**config.mk**
```make
export PLATFORM = sky130hd
export DESIGN_NAME = serial_adc_command_interface
export DESIGN_NICKNAME = d
export VERILOG_FILES = /design/src/rtl/core/sadc_pkg.sv /design/src/rtl/core/serial_adc_command_interface.sv
export SDC_FILE = /design/constraint.sdc
export NUM_CORES = 1
export LEC_CHECK = 0
export ABC_CLOCK_PERIOD_IN_PS = 3000
export BUFFER_PORTS_ARGS = -buffer_cell sky130_fd_sc_hd__buf_2
export CAP_MARGIN = 25
export CORE_MARGIN = 3
export CORE_UTILIZATION = 49
export DETAILED_ROUTE_END_ITERATION = 16
export GPL_TIMING_DRIVEN = 1
export PLACE_DENSITY = 0.74
export SETUP_SLACK_MARGIN = 0.15
export SLEW_MARGIN = 20
export SYNTH_ARGS = -nofsm -noshare
export SYNTH_HDL_FRONTEND = slang
export SYNTH_SLANG_ARGS = --single-unit
```
**constraint.sdc**
```tcl
create_clock -name clk -period 3 [get_ports clk]
set_input_delay 0.15 -clock clk [delete_from_list [all_inputs] [get_ports clk]]
set_output_delay 0.15 -clock clk [all_outputs]
set_load 0.1 [all_outputs]
```
**src/rtl/core/sadc_pkg.sv**
```systemverilog
package sadc_pkg;

	localparam int unsigned SampleW   = 12;
	localparam int unsigned NumChan   = 8;
	localparam int unsigned ChanW     = 3;
	localparam int unsigned OutShiftW = 13;
	localparam int unsigned CountW    = 8;
	localparam int unsigned CmdBitsW  = 8;
	localparam int unsigned InDataW   = 104;
	localparam int unsigned OutDataW  = 16;

	// clocks needed before a cs rising level decodes a command
	localparam logic [CountW-1:0] MinClocks = 8'd8;
	localparam logic [CountW-1:0] MaxCount  = 8'd255;

	// pin events carried in tuser
	typedef enum logic [2:0] {
		EV_DI   = 3'd0,
		EV_CS   = 3'd1,
		EV_SCLK = 3'd2,
		EV_CONV = 3'd3,
		EV_READ = 3'd4
	} event_t;

	typedef enum logic [2:0] {
		ERR_NONE     = 3'd0,
		ERR_BITS16   = 3'd1,
		ERR_LSBFIRST = 3'd2,
		ERR_CHANNEL  = 3'd3,
		ERR_UNKNOWN  = 3'd4
	} err_t;

	// low nibble of the command byte
	localparam logic [3:0] NibConvert = 4'h0;
	localparam logic [3:0] NibBits16A = 4'h1;
	localparam logic [3:0] NibBits16B = 4'h5;
	localparam logic [3:0] NibLsb     = 4'h4;

	// whole-byte setup commands
	localparam logic [7:0] CmdAutoCal = 8'h08;
	localparam logic [7:0] CmdAcqShort = 8'h0e;
	localparam logic [7:0] CmdSignOn  = 8'h8d;

	localparam logic [1:0] AcqReset = 2'd1;
	localparam logic [1:0] AcqShort = 2'd0;

	typedef struct packed {
		logic       serial_out_bit;
		logic       end_of_conversion;
		err_t       error_code;
		logic       auto_cal_flag;
		logic [1:0] acquisition_code;
		logic       sign_mode;
	} result_t;

endpackage

```
**src/rtl/core/serial_adc_command_interface.sv**
```systemverilog
// Serial command interface of a 12-bit-plus-sign A/D converter with an eight-channel
// single-ended mux. Each input transfer is one pin event (tuser: 0 DI, 1 CS, 2 SCLK,
// 3 CONV, 4 read only; 5..7 also act as read only) with the level in tdata[0] and the
// eight channel samples above it. Every input transfer yields exactly one output
// transfer showing DO and the flag state after the event. SCLK at level 1 shifts one
// DI bit into the command (only while fewer than MinClocks clocks are counted) and one bit
// out of the result shift register onto DO; CS at level 1 decodes the command once MinClocks
// clocks have been seen and in either case clears the clock count, command and end-of-conversion flag.
// Timing: an event is registered in the input register and, once the output register
// is free, its result is registered in the output register; one event is taken every
// cycle while the output is not stalled. The state update for an event is a single short decode between those
// two registers. Backpressure on the output stalls the input register in place.
module serial_adc_command_interface (
	input  logic                              clk,
	input  logic                              arst_n,
	input  logic                              s_tvalid,
	output logic                              s_tready,
	// [0] pin_level, [12:1] sample_ch0 ... [96:85] sample_ch7, [103:97] zero
	input  logic [sadc_pkg::InDataW-1:0]      s_tdata,
	// [2:0] command
	input  logic [2:0]                        s_tuser,
	output logic                              m_tvalid,
	input  logic                              m_tready,
	// [0] serial_out_bit, [1] end_of_conversion, [4:2] error_code,
	// [5] auto_cal_flag, [7:6] acquisition_code, [8] sign_mode, [15:9] zero
	output logic [sadc_pkg::OutDataW-1:0]     m_tdata
);

	// input register
	logic                                 valid_s1;
	logic [2:0]                           command_s1;
	logic                                 level_s1;
	logic signed [sadc_pkg::SampleW-1:0]  sample_s1 [sadc_pkg::NumChan];

	// output register
	logic                                 valid_s2;
	sadc_pkg::result_t                    result_s2;

	// converter state
	logic [sadc_pkg::CountW-1:0]          clock_count_q;
	logic [sadc_pkg::CmdBitsW-1:0]        command_bits_q;
	logic                                 serial_in_q;
	logic [sadc_pkg::OutShiftW-1:0]       out_shift_q;
	logic                                 out_bit_q;
	logic                                 eoc_q;
	logic                                 sign_en_q;
	logic                                 autocal_q;
	logic [1:0]                           acq_q;
	sadc_pkg::err_t                       error_q;

	// next state
	logic [sadc_pkg::CountW-1:0]          clock_count_d;
	logic [sadc_pkg::CmdBitsW-1:0]        command_bits_d;
	logic                                 serial_in_d;
	logic [sadc_pkg::OutShiftW-1:0]       out_shift_d;
	logic                                 out_bit_d;
	logic                                 eoc_d;
	logic                                 sign_en_d;
	logic                                 autocal_d;
	logic [1:0]                           acq_d;
	sadc_pkg::err_t                       error_d;

	logic                                 advance;
	logic [sadc_pkg::ChanW-1:0]           chan;
	logic [sadc_pkg::SampleW-1:0]         sample_sel;
	logic [sadc_pkg::OutShiftW-1:0]       conv_shift;
	logic                                 conv_bit;
	logic [3:0]                           addr;

	// the event in the input register moves on whenever the output register frees up
	assign advance  = valid_s1 && (!valid_s2 || m_tready);
	assign s_tready = !valid_s1 || advance;

	always_ff @(posedge clk or negedge arst_n) begin
		if (!arst_n) begin
			valid_s1 <= 1'b0;
		end else if (s_tready) begin
			valid_s1 <= s_tvalid;
		end
	end

	// payload only, no reset
	always_ff @(posedge clk) begin
		if (s_tvalid && s_tready) begin
			command_s1 <= s_tuser;
			level_s1   <= s_tdata[0];
			for (int i = 0; i < sadc_pkg::NumChan; i++) begin
				sample_s1[i] <= s_tdata[1 + i*sadc_pkg::SampleW +: sadc_pkg::SampleW];
			end
		end
	end

	// mux address 8..15: bit 2 is the low channel bit, bits 1:0 the high ones
	assign addr       = command_bits_q[7:4];
	assign chan       = {addr[1:0], addr[2]};
	assign sample_sel = sample_s1[chan];

	// load msb first: do gets the top bit now, the rest shift out from bit 0 (sign mode repeats the top bit)
	always_comb begin
		conv_shift = '0;
		if (sign_en_q) begin
			conv_bit = sample_sel[sadc_pkg::SampleW-1];
			for (int i = 0; i < sadc_pkg::SampleW; i++) begin
				conv_shift[i] = sample_sel[sadc_pkg::SampleW-1-i];
			end
		end else begin
			conv_bit = sample_sel[sadc_pkg::SampleW-1];
			for (int i = 0; i < sadc_pkg::SampleW-1; i++) begin
				conv_shift[i] = sample_sel[sadc_pkg::SampleW-2-i];
			end
		end
	end

	// one pin event against the current state
	always_comb begin
		clock_count_d  = clock_count_q;
		command_bits_d = command_bits_q;
		serial_in_d    = serial_in_q;
		out_shift_d    = out_shift_q;
		out_bit_d      = out_bit_q;
		eoc_d          = eoc_q;
		sign_en_d      = sign_en_q;
		autocal_d      = autocal_q;
		acq_d          = acq_q;
		error_d        = error_q;
		unique case (command_s1)
			sadc_pkg::EV_DI: begin
				serial_in_d = level_s1;
			end
			sadc_pkg::EV_CS: begin
				if (level_s1) begin
					if (clock_count_q >= sadc_pkg::MinClocks) begin
						// command decode
						unique case (command_bits_q[3:0])
							sadc_pkg::NibConvert: begin
								if (!addr[3]) begin
									error_d = sadc_pkg::ERR_CHANNEL;
								end else begin
									out_bit_d   = conv_bit;
									out_shift_d = conv_shift;
									error_d     = sadc_pkg::ERR_NONE;
								end
							end
							sadc_pkg::NibBits16A, sadc_pkg::NibBits16B: begin
								error_d = sadc_pkg::ERR_BITS16;
							end
							sadc_pkg::NibLsb: begin
								error_d = sadc_pkg::ERR_LSBFIRST;
							end
							default: begin
								if (command_bits_q == sadc_pkg::CmdAutoCal) begin
									autocal_d = 1'b1;
									error_d   = sadc_pkg::ERR_NONE;
								end else if (command_bits_q == sadc_pkg::CmdAcqShort) begin
									acq_d   = sadc_pkg::AcqShort;
									error_d = sadc_pkg::ERR_NONE;
								end else if (command_bits_q == sadc_pkg::CmdSignOn) begin
									sign_en_d = 1'b1;
									error_d   = sadc_pkg::ERR_NONE;
								end else begin
									error_d = sadc_pkg::ERR_UNKNOWN;
								end
							end
						endcase
					end
					clock_count_d  = '0;
					command_bits_d = '0;
					eoc_d          = 1'b0;
				end
			end
			sadc_pkg::EV_SCLK: begin
				if (level_s1) begin
					if (clock_count_q < sadc_pkg::MinClocks) begin
						command_bits_d = {command_bits_q[sadc_pkg::CmdBitsW-2:0], serial_in_q};
					end
					out_bit_d   = out_shift_q[0];
					out_shift_d = {1'b0, out_shift_q[sadc_pkg::OutShiftW-1:1]};
					// saturating clock count
					if (clock_count_q != sadc_pkg::MaxCount) begin
						clock_count_d = clock_count_q + 8'd1;
					end
				end
			end
			sadc_pkg::EV_CONV: begin
				eoc_d = 1'b1;
			end
			default: begin
				// read only and unused codes leave the state alone
			end
		endcase
	end

	always_ff @(posedge clk or negedge arst_n) begin
		if (!arst_n) begin
			clock_count_q  <= '0;
			command_bits_q <= '0;
			serial_in_q    <= 1'b0;
			out_shift_q    <= '0;
			out_bit_q      <= 1'b0;
			eoc_q          <= 1'b0;
			sign_en_q      <= 1'b1;
			autocal_q      <= 1'b0;
			acq_q          <= sadc_pkg::AcqReset;
			error_q        <= sadc_pkg::ERR_NONE;
		end else if (advance) begin
			clock_count_q  <= clock_count_d;
			command_bits_q <= command_bits_d;
			serial_in_q    <= serial_in_d;
			out_shift_q    <= out_shift_d;
			out_bit_q      <= out_bit_d;
			eoc_q          <= eoc_d;
			sign_en_q      <= sign_en_d;
			autocal_q      <= autocal_d;
			acq_q          <= acq_d;
			error_q        <= error_d;
		end
	end

	// output register holds a result until the downstream transfer completes
	always_ff @(posedge clk or negedge arst_n) begin
		if (!arst_n) begin
			valid_s2 <= 1'b0;
		end else if (advance) begin
			valid_s2 <= 1'b1;
		end else if (m_tready) begin
			valid_s2 <= 1'b0;
		end
	end

	always_ff @(posedge clk) begin
		if (advance) begin
			result_s2.serial_out_bit    <= out_bit_d;
			result_s2.end_of_conversion <= eoc_d;
			result_s2.error_code        <= error_d;
			result_s2.auto_cal_flag     <= autocal_d;
			result_s2.acquisition_code  <= acq_d;
			result_s2.sign_mode         <= sign_en_d;
		end
	end

	assign m_tvalid = valid_s2;
	assign m_tdata  = {7'd0,
		result_s2.sign_mode,
		result_s2.acquisition_code,
		result_s2.auto_cal_flag,
		result_s2.error_code,
		result_s2.end_of_conversion,
		result_s2.serial_out_bit};

`ifndef SYNTHESIS
	// a cs high event always leaves the count, command and eoc cleared
	a_cs_clears: assert property (@(posedge clk) disable iff (!arst_n)
		advance && command_s1 == sadc_pkg::EV_CS && level_s1
		|=> clock_count_q == '0 && command_bits_q == '0 && !eoc_q)
		else $error("cs did not clear the serial state");

	// an event leaving the input register always lands in the output register
	a_advance_lands: assert property (@(posedge clk) disable iff (!arst_n)
		advance |=> valid_s2)
		else $error("processed event lost before the output register");

	// input is held off only while both registers are full and the output stalls
	a_ready_only_on_stall: assert property (@(posedge clk) disable iff (!arst_n)
		!s_tready |-> valid_s1 && valid_s2 && !m_tready)
		else $error("input stalled without output backpressure");
`endif

endmodule
```
==> impl_metrics.yaml, run 1 <==
place:
  place_area_um2: 6960
  dpl.hpwl_um: 8300
  portBuffers: 114
  routabilityCongestion: 0.780
route:
  avgViaCountPerCell: 5.24
  wire_per_inst_um: 17.2
  wirelength_um: 14300
  drc: 0
  top_layer_used: "met4"
  routed-wl-met3_um: 791
  drt_iter0_drc: 309
  ant_nets: 0
  wl_met1_um: 5710
  firstDrtPassIters: 7
  met2_length_um: 7420
  via_count: 4336
floorplan:
  die_h_um: 119
  die_area_um2: 14200
  pin_count: 129
  fp-row-count: 40
  core_um2: 12300
  die_w_um: 119
  start_util_pct: 51.0
clocking:
  clock-root-buffer: "clkbuf_16"
  numCtsBuffers: 17
  cts_sinks: 149
  clk_latency_ns: 0.42
  h-tree-depth: 4
  postCtsSetupRepairBufs: 0
  clkTransAtPathRegs_ns: 0.06
  cts_tree: "yes"
  cts_buffer_depth: 2
  cts_resized: 0
cells_and_area:
  multi_input_area_um2: 1820
  final_area_um2: 8550
  final_cell_mix: "114 x buf_2, 109 x edfxtp_1, 102 x dlygate4sd3_1"
  drive_gt1_share_pct: 28.9
  regArea_um2: 4280
  syn_to_final_growth_pct: 36.6
  layout.nets: 758
  final_common_cell: "buf_2"
  fill_cells: 801
logic_synthesis:
  ys_ff_latch: 149
  synthFlopType: "edfxtp_1"
  async_flop_share_pct: 26.8
  ys_warn_count: 0
  synth-edff-count: 109
  yosysSeqAreaShare_pct: 68.4
  post_synth_num_cell_types: 54
  syn_area_um2: 6260
  yosys.area.top_type: "edfxtp_1"
  synth_area_leaders: "edfxtp_1 52%, dfrtp_1 15%, mux2_2 3.2%, mux2i_1 2.6%, mux4_1 2.5%"
  synthCells: 423
  syn_avg_cell_area_um2: 14.8
  netlist.area_leader.share_pct: 52.3
timing:
  fin_skew_ns: 0.0106
  post-route-period-util_pct: 79.0
  fmax_mhz: 422
  fin_tns_setup_ns: 0
  period_needed_ns: 2.37
  tightest_slew_ns: 0.911
  hold_viol_final: 0
  slew_viol_final: 0
  rsz0062_at_grt: "no"
  relSlewSlack_pct: 39.3
  setup_violations: 0
global_route:
  grt_pass1_vias: 4598
  antenna_found_initial: 1
  grt_pass1_wl_um: 22700
  grt_max_degree: 41
  grtUsageTotal_pct: 20.8
  overflow: 0
hold_path:
  hold_class: "input pin to flip-flop"
worst_setup_path:
  crit_slowest_cell: "dfrtp_2"
  worstSetupStartpointType: "flip-flop"
  endpoint_kind: "flip-flop"
  crit_fanout: 28
  crit_type: "flip-flop to flip-flop"
  crit_chain: "buf_4 > mux2_2 > o2bb2ai_1 > a211oi_1 > a222oi_1 > a21oi_1"
  critical-path-max-stage-delay_ns: 0.61
  cp.arrival_ns: 2.66
  critPathRequiredTime_ns: 3.29
pwr:
  peakVddDrop_v: 0.000480
  leakage_nw: 3.34
  cellPowerDensity_nw_per_um2: 601
status:
  status: "completed"
run:
  cap_viol_max_count: 0
-- sequential cells by signal (all words and copies together), names as in the netlist, 2 cells and up --
| register | count |
|---|---|
| clock_count_q | 8 |
| error_q | 3 |
| out_shift_q | 12 |
| acq_q | 2 |
| command_s1 | 3 |
| sample_s1 | 96 |
| m_tdata | 9 |
| command_bits_q | 8 |
-- report_power, final --
group	switching, W	total, W	internal [W]
clock	0.000803	0.00204	0.00123
combinational	0.000345	0.000600	0.000256
sequential	0.0000791	0.00250	0.00242
total	0.00123	0.00514	0.00391
-- path summary, 6_finish.rpt --
| path | startpoint | to | slack (ns) | cells after the start |
|---|---|---|---|---|
| worst max-delay path | command_bits_q[6] | out_shift_q[10] | 0.63 | 6 |
| worst min-delay path | m_tready | valid_s1 | 0.05 | 3 |
| worst max register to register | command_bits_q[6] | out_shift_q[10] | 0.63 | 6 |
| worst min register to register | autocal_q | autocal_q | 0.47 | 1 |
| max in group asynchronous | arst_n | m_tvalid | 1.95 | 2 |
| min in group asynchronous | arst_n | autocal_q | 0.41 | 2 |
-- synth_stat cells, drive strengths merged, types with 3 or more instances --
cell    count
edfxtp    109
dfrtp      38
nand2      35
nor2       32
buf        21
o21ai      20
mux2       19
mux2i      16
mux4       12
a21oi      10
nor3        8
nand2b      7
nor2b       7
a221oi      6
inv         6
nand3       6
o22ai       6
a22o        5
a31oi       5
a22oi       4
clkbuf      4
nor4        4
or2         4
a211oi      3
a21boi      3
o31ai       3
-- cell type report --
class | instances | area share, %
diodes | 1 | 0.0293
clock buffers | 21 | 5.27
clock inverters | 11 | 1.30
inverters | 6 | 0.264
multi-input cells | 249 | 21.3
flip-flops and latches | 149 | 50.1
well taps | 168 | 2.46
repair buffers | 222 | 19.3
-- logic make-up (layout without fill, tap and decap cells) --
family	count (synthesis)	count (layout)	synth area share (%)
xor+xnor	3	3	0.420
buf+inv	31	260	3.02
compound gates	75	75	8.06
other cells	1	8	0.0599
fa+ha+maj	2	2	0.400
simple gates	115	115	8.96
mux	47	47	10.7
flops	149	149	68.4
-- layer usage --
| layer | track usage [%] | up-vias |
|---|---|---|
| li1 | - | 2049 |
| met1 | 24.3 | 2110 |
| met2 | 35.5 | 152 |
| met3 | 6.22 | 25 |
| met4 | 9.34 | 0 |
| met5 | 0 | - |
-- through the flow --
step                      hold slack [ns]  instances  power (W)  utilization [%]  setup WS [ns]
after floorplan                    -0.146        429    0.00287                -          0.161
after CTS                          0.0352        826    0.00514             69.7          0.656
final                              0.0504        827    0.00514             69.7          0.631
after global routing               0.0548        827    0.00532             69.7          0.439
after detailed placement            0.328        692    0.00303             56.8          0.664
after global placement              0.313        692    0.00300             56.8          0.676
-- worst max-delay path, delay by kind of cell (launching register included) --
kind                   cells  cell delay [ns]
AOI/OAI and AO/OA          4             0.77
DFF                        1             0.61
buffers and inverters      1             0.45
muxes                      1             0.40
-- repair_timing --
action                                  CTS  global route
hold endpoints to repair                139             0
endpoints found under the setup margin    0             0
hold buffers                            102             0
No activity file was read; power rests on OpenSTA's default activity.
==> run 2: changes to the inputs <==
--- a/config.mk
+++ b/config.mk
@@ -5,14 +5,15 @@
 export SDC_FILE = /design/constraint.sdc
 export NUM_CORES = 1
 export LEC_CHECK = 0
-export ABC_CLOCK_PERIOD_IN_PS = 3000
+export ABC_AREA = 1
+export ABC_CLOCK_PERIOD_IN_PS = 2300
 export BUFFER_PORTS_ARGS = -buffer_cell sky130_fd_sc_hd__buf_2
 export CAP_MARGIN = 25
 export CORE_MARGIN = 3
-export CORE_UTILIZATION = 49
+export CORE_UTILIZATION = 55
 export DETAILED_ROUTE_END_ITERATION = 16
 export GPL_TIMING_DRIVEN = 1
-export PLACE_DENSITY = 0.74
+export PLACE_DENSITY = 0.79
 export SETUP_SLACK_MARGIN = 0.15
 export SLEW_MARGIN = 20
 export SYNTH_ARGS = -nofsm -noshare
==> constraint.sdc (replaced) <==
create_clock -name clk -period 2.3 [get_ports clk]
set_input_delay 0.115 -clock clk [delete_from_list [all_inputs] [get_ports clk]]
set_output_delay 0.115 -clock clk [all_outputs]
set_load 0.1 [all_outputs]
==> run 2 against run 1 <==
Against the previous run: non-clock buffer count grew 4; design area grew 3.6%; flip-flop and latch count is the same; core utilization grew 7.2 points; critical path depth grew 3; first-iteration DRC count grew 68%; total power grew 73%; die area shrank 6.6%; via count grew 26%; combinational power grew to 4.1 times the previous value.
==> impl_metrics.yaml, run 2 <==
status:
  status: "completed"
worst_setup_path:
  critPathBufInv: 1
  endpoint_kind: "flip-flop"
  critical-path-max-stage-delay_ns: 0.54
  startpoint: "command_bits_q[6]"
  crit_slowest_cell: "dfrtp_2"
  worstSetupStartpointType: "flip-flop"
  crit_fanout: 36
  ff2ff_path_depth: 9
  cpLargestDelayFamily: "simple AND/OR/NAND/NOR gates"
  crit_path_frequent_cell: "nor2_1"
  reg2reg_to: "out_shift_q[3]"
  critPathRequiredTime_ns: 2.65
  cp.arrival_ns: 2.37
  regToRegStartpoint: "command_bits_q[6]"
  endpoint: "out_shift_q[3]"
  crit_chain: "buf_4 > nor2_1 > nor2_1 > o21ai_0 > nand3_1 > nand3_1 > nand2_1 > nor2_2 > nor2_1"
  crit_type: "flip-flop to flip-flop"
  rrSetupSlack_ns: 0.29
  crit_cells: 9
logic_synthesis:
  netlist.area_leader.share_pct: 50.1
  yosysSeqAreaShare_pct: 65.4
  syn_avg_cell_area_um2: 10.2
  async_flop_share_pct: 26.8
  ys_ff_latch: 149
  ys_warn_count: 0
  yosys.area.top_type: "edfxtp_1"
  syn_area_um2: 6540
  synthCells: 639
  synthFlopType: "edfxtp_1"
  synth-edff-count: 109
  synthTopCellsByCount: "121 x nand2_1, 120 x nor2_1, 109 x edfxtp_1, 70 x nand3_1, 52 x o21ai_0"
  post_synth_num_cell_types: 31
  synth.most_common_cell: "nand2_1"
  synth_area_leaders: "edfxtp_1 50%, dfrtp_1 15%, nand2_1 6.9%, nor2_1 6.9%, nand3_1 5.4%"
floorplan:
  pin_count: 129
  fp-row-count: 39
  start_util_pct: 56.8
  die_h_um: 115
  die_w_um: 115
  core_um2: 11500
  die_area_um2: 13200
global_route:
  antenna_found_initial: 0
  overflow: 0
  grt_pass1_wl_um: 27200
  grtUsageTotal_pct: 27.3
  grt_pass1_vias: 5523
  grt_max_degree: 101
timing:
  slew_viol_final: 0
  relSlewSlack_pct: 38.4
  fmax_mhz: 496
  rsz0062_at_grt: "no"
  tightest_slew_ns: 0.923
  setup_violations: 0
  fin_skew_ns: 0.0105
  hold_ws_ns: 0.0235
  period_needed_ns: 2.01
  post-route-period-util_pct: 87.6
  hold_viol_final: 0
pwr:
  peakVddDrop_v: 0.00109
  power_w: 0.00889
  cellPowerDensity_nw_per_um2: 1000
  leakage_nw: 3.85
route:
  avgViaCountPerCell: 5.38
  wirelength_um: 16900
  via_count: 5444
  firstDrtPassIters: 6
  wire_per_inst_um: 16.7
  drt_iter0_drc: 519
  ant_nets: 0
  drc: 0
cells_and_area:
  multi_input_area_um2: 1910
  regArea_um2: 4280
  syn_to_final_growth_pct: 35.4
  drive_gt1_share_pct: 21.5
  layout.nets: 969
  largest_reg_flops: 96
  top_register: "sample_s1"
  final_cell_mix: "120 x nand2_1, 120 x nor2_1, 114 x buf_2"
  antenna_cells: 0
  fill_cells: 688
clocking:
  clkTransAtPathRegs_ns: 0.06
  clock-root-buffer: "clkbuf_16"
  postCtsSetupRepairBufs: 0
  cts_resized: 0
  cts_buffer_depth: 2
  cts_tree: "yes"
  cts_sinks: 149
  clk_latency_ns: 0.42
  h-tree-depth: 4
  numCtsBuffers: 17
place:
  routabilityCongestion: 0.783
  portBuffers: 114
  dpl.hpwl_um: 8880
hold_path:
  hold_class: "input pin to flip-flop"
run:
  cap_viol_max_count: 0
[run 2: cell count changes after synthesis, moves of 7 or more]
cell / change
nor3_1: -7
nor2b_1: -7
nand3_1: +64
o21ai_1: +7
nand2_1: +86
nand2_2: +7
inv_1: +36
mux2i_1: -16
nor2_1: +88
nand2b_1: -7
mux2_2: -18
o21ai_0: +33
[run 2: metrics by stage]
stage	setup TNS [ns]	setup slack [ns]	utilization (%)	cell area [um^2]	cells
2_1_floorplan	-71.51	-0.715	-	6590	645
3_3_place_gp	0	0.419	62.7	7220	878
3_5_place_dp	0	0.387	62.7	7220	878
4_1_cts	0	0.375	76.9	8850	1012
5_1_grt	0	0.177	76.9	8850	1012
6_report	0	0.285	76.9	8850	1012
[run 2: cells by family (layout without fill, tap and decap cells)]
family | Yosys count | count (layout) | share of synthesized area [%]
simple gates | 335 | 335 | 22.0
flops | 149 | 149 | 65.4
fa+ha+maj | 2 | 2 | 0.383
compound gates | 68 | 68 | 5.70
buf+inv | 80 | 304 | 5.95
xor+xnor | 4 | 4 | 0.536
other cells | 1 | 7 | 0.0574
[run 2: area by class of cell]
type                    instances  area share [%]
inverters                      46            1.99
multi-input cells             416            21.6
clock buffers                  21            5.20
repair buffers                226            19.1
well taps                     143            2.02
clock inverters                11            1.68
flip-flops and latches        149            48.4
[run 2: metal layers]
metal	up-vias	GRT usage [%]	routed length, um
li1	2551	-	-
met1	2533	31.4	6190
met2	306	46.7	8670
met3	54	8.68	1450
met4	0	12.3	581
met5	-	0	0
[run 2: tightest hold or removal path, delay by kind of cell]
family        cells  cell delay (ns)
simple gates      2             0.14
buf+inv           2             0.14
[run 2: repair_timing]
action | in CTS | in global routing
setup endpoints to repair | 0 | 0
hold buffers | 102 | 0
hold endpoints to repair | 139 | 0
[run 2: worst min path at each step]
stage | from | cells after the start | slack (ns) | to
floorplan | arst_n | 0 | -0.18 | acq_q[1]
detailed placement | s_tdata[17] | 1 | 0.29 | sample_s1[1][4]
finish | m_tready | 4 | 0.02 | valid_s1
global placement | arst_n | 1 | 0.29 | m_tvalid
CTS | m_tready | 4 | 0.008 | valid_s1
global route | m_tready | 4 | 0.03 | valid_s1
[run 2: where the power goes]
group          leakage (nW)  total, W  switching, W  internal [W]
Clock                 0.290   0.00286       0.00109       0.00177
Combinational          2.01   0.00244       0.00165      0.000789
Sequential             1.55   0.00359      0.000247       0.00334
Total                  3.85   0.00889       0.00299       0.00590
==> run 3: changes to the inputs <==
==> constraint.sdc (replaced) <==
create_clock -name clk -period 2.3 [get_ports clk]
set_input_delay 0.345 -clock clk [delete_from_list [all_inputs] [get_ports clk]]
set_output_delay 0.345 -clock clk [all_outputs]
set_load 0.1 [all_outputs]
==> run 3 against run 2 <==
Against the previous run: combinational power is 8% lower; wire length is 20% lower; sequential share of layout area is 6.0 points higher; core utilization is 8.4 points lower; hold slack better by 0.076 ns; via count is 12% lower; cell count is 9.7% lower; clock-buffer cell count is 2 lower; critical path depth is 2 lower; design area is 11% lower; flip-flop and latch count stayed put; critical endpoint is now out_shift_q[8].
==> impl_metrics.yaml, run 3 (same netlist as run 2, synthesis figures left out) <==
worst_setup_path:
  reg2reg_to: "out_shift_q[8]"
  critPathRequiredTime_ns: 2.65
  ff2ff_path_depth: 7
  cp.arrival_ns: 2.27
  rrSetupSlack_ns: 0.37
  regToRegStartpoint: "command_s1[1]"
  crit_type: "flip-flop to flip-flop"
  endpoint_kind: "flip-flop"
  worstSetupStartpointType: "flip-flop"
  crit_fanout: 18
floorplan:
  die_w_um: 115
  die_area_um2: 13200
  pin_count: 129
  die_h_um: 115
  fp-row-count: 39
  start_util_pct: 56.8
  core_um2: 11500
timing:
  post-route-period-util_pct: 83.8
  setup_violations: 0
  relSlewSlack_pct: 46.4
  slew_viol_final: 0
  fmax_mhz: 519
  period_needed_ns: 1.93
  fin_skew_ns: 0.0105
  rsz0062_at_grt: "no"
  tightest_slew_ns: 0.802
  finalWorstSetupSlack_ns: 0.373
  hold_viol_final: 0
place:
  place_ws_ns: 0.369
  dpl.hpwl_um: 9280
  place_area_um2: 7260
  dpl.cell_count: 881
  portBuffers: 114
  routabilityCongestion: 0.795
route:
  via_count: 4815
  wire_per_inst_um: 14.7
  drc: 0
  drt_iter0_drc: 335
  ant_nets: 0
  avgViaCountPerCell: 5.27
  firstDrtPassIters: 5
  wirelength_um: 13400
cells_and_area:
  final_area_um2: 7880
  drive_gt1_share_pct: 24.5
  antenna_cells: 0
  layout.nets: 871
  fin_util_pct: 68.4
  finalNonFillerCells: 914
  syn_to_final_growth_pct: 20.6
  largest_reg_flops: 96
  top_register: "sample_s1"
  final_cell_mix: "120 x nand2_1, 120 x nor2_1, 114 x buf_2"
clocking:
  h-tree-depth: 4
  clock-root-buffer: "clkbuf_16"
  cts_sinks: 149
  cts_buffer_depth: 2
  postCtsSetupRepairBufs: 0
  clk_latency_ns: 0.42
  clkTransAtPathRegs_ns: 0.06
  cts_tree: "yes"
  numCtsBuffers: 17
global_route:
  grtUsageTotal_pct: 22.0
  overflow: 0
  antenna_found_initial: 0
  grt_max_degree: 52
  grt_pass1_vias: 4799
  grt_pass1_wl_um: 22300
pwr:
  peakVddDrop_v: 0.000701
  leakage_nw: 3.46
  power_w: 0.00868
  cellPowerDensity_nw_per_um2: 1100
status:
  status: "completed"
hold_path:
  hold_class: "input pin to flip-flop"
  whs_endpoint: "sample_s1[3][4]"
  whs_path_depth: 1
  min-delay-start: "s_tdata[41]"
run:
  cap_viol_max_count: 0
-- run 3: changes by cell type in the layout (fill, tap and decap cells not counted), moves of 2 or more --
| cell | delta |
|---|---|
| dlygate4sd3_1 | -101 |
| clkinv_4 | +3 |
| buf_4 | +2 |
| clkbuf_8 | -2 |
| clkinvlp_4 | -2 |
| inv_6 | -2 |
-- run 3: how the worst max path moves through the flow --
stage | start | endpoint | slack [ns] | cells after the start
after floorplan | m_tvalid | command_s1[0] | -0.72 | 3
after global placement | command_s1[1] | out_shift_q[10] | 0.44 | 7
after detailed placement | command_s1[1] | out_shift_q[8] | 0.37 | 7
after CTS | command_s1[1] | out_shift_q[8] | 0.35 | 7
after global routing | command_s1[1] | out_shift_q[8] | 0.16 | 7
final | command_s1[1] | out_shift_q[8] | 0.37 | 7
-- run 3: power breakdown --
group          internal [W]  total, W  switching [W]  leakage, nW
Sequential          0.00334   0.00358       0.000243         1.55
Clock               0.00181   0.00285        0.00104        0.299
Combinational      0.000685   0.00225        0.00157         1.61
Total               0.00584   0.00868        0.00285         3.46
-- run 3: cell type report --
| class | instances | area [um^2] |
|---|---|---|
| flip-flops and latches | 149 | 4280 |
| fillers | 840 | 3630 |
| multi-input cells | 416 | 1910 |
| repair buffers | 128 | 716 |
| clock buffers | 19 | 433 |
| clock inverters | 13 | 181 |
| well taps | 143 | 179 |
| inverters | 46 | 176 |
-- run 3: worst max-delay path, stage by stage (launching register included) --
cell and delay, ns:
edfxtp_1 0.43, nand2_2 0.20, inv_2 0.18, nor2_1 0.65, nand3_1 0.16, nand2_1 0.10
nor2_2 0.04, nor2_1 0.09
-- run 3: metrics by stage --
| stage | hold slack (ns) | TNS (ns) |
|---|---|---|
| CTS | 0.0834 | 0 |
| detailed placement | 0.414 | 0 |
| global route | 0.0763 | 0 |
| finish | 0.0997 | 0 |
| floorplan | 0.0494 | -71.51 |
| global placement | 0.408 | 0 |
-- run 3: repair_timing --
item,4_1_cts,5_1_grt
resized for setup,0,0
hold buffers,1,0
endpoints found under the hold margin,25,0
-- run 3: per-layer routing --
metal  up-vias  track usage, %  routed length, um
met1      2241            26.1               5300
met2       182            37.1               6820
met5         -               0                  0
met3        34            5.53                835
li1       2358               -                  -
met4         0            11.8                487
